## config.mk

```make
export PLATFORM = sky130hd
export DESIGN_NAME = rsq_ctrl
export DESIGN_NICKNAME = d
export VERILOG_FILES = /design/src/rtl/rsq_pkg.sv /design/src/rtl/rsq_ctrl.sv
export SDC_FILE = /design/constraint.sdc
export NUM_CORES = 1
export LEC_CHECK = 0
export ABC_AREA = 0
export BUFFER_PORTS_ARGS = -buffer_cell sky130_fd_sc_hd__buf_4
export CAP_MARGIN = 20
export CORE_AREA = 2 2 39 41
export DETAILED_ROUTE_END_ITERATION = 6
export DIE_AREA = 0 0 41 43
export PLACE_DENSITY = 0.43
export SLEW_MARGIN = 5
export SYNTH_ARGS = -nofsm -noshare
export SYNTH_HDL_FRONTEND = slang
export SYNTH_SLANG_ARGS = --single-unit
export TNS_END_PERCENT = 10
```

## constraint.sdc

```tcl
create_clock -name i_clk -period 3.05 [get_ports i_clk]
set_clock_uncertainty 0.05 [all_clocks]
set_input_delay 0.61 -clock i_clk [delete_from_list [all_inputs] [get_ports i_clk]]
set_output_delay 0.61 -clock i_clk [all_outputs]
set_load 0.1 [all_outputs]
```

## src/rtl/rsq_pkg.sv

```systemverilog
`timescale 1ns / 1ps

package rsq_pkg;

    localparam int ID_W           = 16;
    localparam int ID_SPACE       = 65536;
    localparam int CNT_W          = 32;
    localparam int DEF_MAX_PERIOD = 32768;
    localparam int MIN_PERIOD     = 512;
    localparam int DEF_PERIOD     = 8192;

    // controller to datapath
    typedef struct packed {
        logic load;
        logic commit;
        logic unmark;
        logic clr_step;
    } t_cmd;

    // datapath to controller
    typedef struct packed {
        logic cand_zero;
        logic hit;
        logic need_unmark;
        logic out_free;
        logic clr_last;
        logic cfg_hit;
    } t_sts;

endpackage

```

## src/rtl/rsq_ctrl.sv

```systemverilog
`timescale 1ns / 1ps

module rsq_ctrl (
    input  logic          i_clk,
    input  logic          i_rst_n,
    input  logic          i_in_valid,
    input  rsq_pkg::t_sts i_sts,
    output rsq_pkg::t_cmd o_cmd,
    output logic          o_in_ready
);

    typedef enum logic [1:0] {
        S_CLEAR,
        S_IDLE,
        S_LOOKUP,
        S_UNMARK
    } t_state;

    t_state r_state;
    t_state n_state;
    logic   w_issue;

    assign w_issue = !i_sts.cand_zero && !i_sts.hit;

    always_comb begin
        o_in_ready      = (r_state == S_IDLE);
        o_cmd.load      = (r_state == S_IDLE) && i_in_valid;
        o_cmd.commit    = (r_state == S_LOOKUP) && i_sts.out_free;
        o_cmd.unmark    = (r_state == S_UNMARK);
        o_cmd.clr_step  = (r_state == S_CLEAR);
    end

    always_comb begin
        n_state = r_state;
        case (r_state)
            S_CLEAR: begin
                if (i_sts.clr_last) begin
                    n_state = S_IDLE;
                end
            end
            S_IDLE: begin
                if (i_in_valid) begin
                    n_state = S_LOOKUP;
                end
            end
            S_LOOKUP: begin
                if (i_sts.out_free) begin
                    n_state = (w_issue && i_sts.need_unmark) ? S_UNMARK : S_IDLE;
                end
            end
            S_UNMARK: begin
                n_state = S_IDLE;
            end
            default: begin
                n_state = S_CLEAR;
            end
        endcase
        if (i_sts.cfg_hit) begin
            n_state = S_CLEAR;
        end
    end

    always_ff @(posedge i_clk) begin
        if (!i_rst_n) begin
            r_state <= S_CLEAR;
        end else begin
            r_state <= n_state;
        end
    end

    a_accept_to_lookup: assert property (@(posedge i_clk) disable iff (!i_rst_n)
        (i_in_valid && o_in_ready && !i_sts.cfg_hit) |=> (r_state == S_LOOKUP))
        else $error("accepted beat did not start a lookup");

    a_unmark_single: assert property (@(posedge i_clk) disable iff (!i_rst_n)
        (r_state == S_UNMARK && !i_sts.cfg_hit) |=> (r_state == S_IDLE))
        else $error("unmark step longer than one cycle");

    a_cfg_clears: assert property (@(posedge i_clk) disable iff (!i_rst_n)
        i_sts.cfg_hit |=> (r_state == S_CLEAR))
        else $error("period write did not start the clearing pass");

endmodule

```

==> impl_results.md <==
* Ys async rst share at 0
* Initial Util at 0.1754
* Total gr overflow at 0
* Share of the synthesized area in the top cell type at 0.3093
* Dpl hpwl at 449.3 µm
* Syn avg cell area at 10.11 µm²
* Max-cap viol count at 0
* Largest net degree at the start of global routing at 6
* Post-CTS Resized at 0
* Vias per cell at 4.036
* Final hold violation count at 0
* Area occupied by registers at 40.04 µm²
* LEAKAGE at 0.1787 nW
* Power per cell area at 325.7 mW/mm²
* Synthesis-to-layout area growth at 57.73%
* Via count at 226
* Final Max Tran Viols at 0
* Final setup violation count at 0
* Tmin final at 2037 ps
* Share of post-route cells with drive strength above 1 at 0.4750
* # rows at 14
* First-pass GRT wire length at 814 µm
* DP Area at 360.3 µm²
* Setup bufs post-CTS at 0
* CTS tree: yes
* Register area share after synthesis at 0.1649
* Detailed-route wire length at 516 µm
* Dominant cell by count in the synthesized netlist: ha_1
* Max frequency at 490.8 MHz
* Synth Net Count at 39
* Largest regs: r_state (2)
* Placer Congestion at 0.7146
* Vias in the first global route at 233
* Clock transition at the registers of the reported paths at 30 ps
* Clk_lat worst skew at 220 ps
* Initial DRC count at 0
* Area occupied by multi-input gates at 195.2 µm²
* EDFF count, synth at 0
* Ys Warns at 0
* Final period utilization at 0.6680
* Post-Route Setup TNS at 0 ps
* Highest routed layer: met3
* I/O pin total at 14
* Reg2reg setup slack at 1740 ps
* Antenna viol nets, final at 0
* Clock Path Buffers at 2
* Mapped cell area at 242.7 µm²
* WL/cell at 9.214 µm
* Worst setup EP type: output pin
* Initial DRT Pass Iterations at 1
* Slew @ Worst Pin at 280.1 ps
* Clock Sinks at 2
* Unrepaired setup endpoints after global routing: false
* Met2 wire length at 252 µm
* Hold-fix buffers, CTS at 0
* Gr usage total at 0.06607
* Synth unique cells at 14
* Htree depth at 1
* Hold crit path type: register to register
* CP Data Required Time at 2390 ps
* CP max FO at 4
* Max reg flops at 2
* N_diodes at 0
* Met3 WL at 44 µm
* Die width at 41 µm
* Peak VDD IR at 131.9 µV
* Die area at 0.001763 mm²
* Max_slew headroom at 0.8148
* Largest Register: r_state
* Top cells by area, synth: ha_1 (31%), dfxtp_1 (16%), nand2b_4 (11%)
* CP Class: register to output pin
* Overall power at 0.1247 mW
* NumNets Final at 57
* Post-synth top area cell: ha_1
* Antenna violations before repair at 0
* Die height at 43 µm
* PortBufs at 13
* # fillers at 153
* Crit path launch type: register
* WL met1 at 219 µm
* Outcome: completed
* Number of buffers created by CTS at 3
* Top_reg_cell synth: dfxtp_1
* Root buffer cell: clkbuf_4
* Syn Inst Count at 24
* Post-route cell area at 382.9 µm²
* Residual DRC count at 0
* Worst path arrival time at 1380 ps
* Number of synthesized register bits at 2
* Core area at 0.001384 mm²
==> metrics by stage <==
step                instances    util  hold slack, ps  worst slack (ps)
floorplan                  24       -           543.7             209.7
global placement           53  0.2604           588.2              1271
detailed placement         53  0.2604           584.6              1239
CTS                        56  0.2767           593.9             994.5
global route               56  0.2767           631.9             919.1
finish                     56  0.2767           595.3              1013
==> layer usage <==
metal,track usage,up-vias
li1,-,120
met1,0.08280,97
met2,0.09688,9
met3,0.03141,0
met4,0.02000,0
met5,0,-
==> power by group <==
part	switching, mW	total [mW]	internal [mW]	leakage, nW
Sequential	0.00122	0.0285	0.0273	0.0163
Combinational	0.0249	0.0402	0.0153	0.149
Clock	0.0128	0.0560	0.0432	0.0138
Total	0.0389	0.125	0.0858	0.179
==> path summary, 6_finish.rpt <==
path                           startpoint                      end  depth (start not counted)
setup / recovery  r_state[1]$_SDFFE_PP0P_                 o_cmd[3]                          4
hold / removal    r_state[0]$_SDFFE_PP0P_  r_state[0]$_SDFFE_PP0P_                          2
setup reg to reg  r_state[0]$_SDFFE_PP0P_  r_state[1]$_SDFFE_PP0P_                          5
hold reg to reg   r_state[0]$_SDFFE_PP0P_  r_state[0]$_SDFFE_PP0P_                          2
==> critical path, cell delays in order, from the launching register on <==
cell	delay, ps
dfxtp_1	320
inv_1	130
ha_1	270
and2_1	150
buf_4	280
==> cells in the final DEF (no fill, tap or decap), drive strengths merged <==
cell type	netlist	layout
nand2b	4	4
ha	6	6
nor3	1	1
dfxtp	2	2
and4	1	1
and2	2	2
o21bai	1	1
a311oi	1	1
a31oi	1	1
nor4bb	1	1
inv	2	2
nand3b	1	1
clkbuf	0	3
o2111ai	1	1
buf	0	13
==> final cells by class <==
cell class	instances	share of cell area
multi-input combinational	20	0.5098
timing repair buffer	13	0.2549
sequential	2	0.1046
clock buffer	3	0.05882
tap	16	0.05229
inverter	2	0.01961
==> cell families (layout without fill, tap and decap cells) <==
| group | Yosys count | count (layout) | synth area share |
|---|---|---|---|
| adders and majority gates | 6 | 6 | 0.3093 |
| buffers and inverters | 2 | 18 | 0.03094 |
| and+or+nand+nor | 10 | 10 | 0.3660 |
| DFF | 2 | 2 | 0.1650 |
| AOI/OAI and AO/OA | 4 | 4 | 0.1289 |
Power figures use the tool's default switching activity.
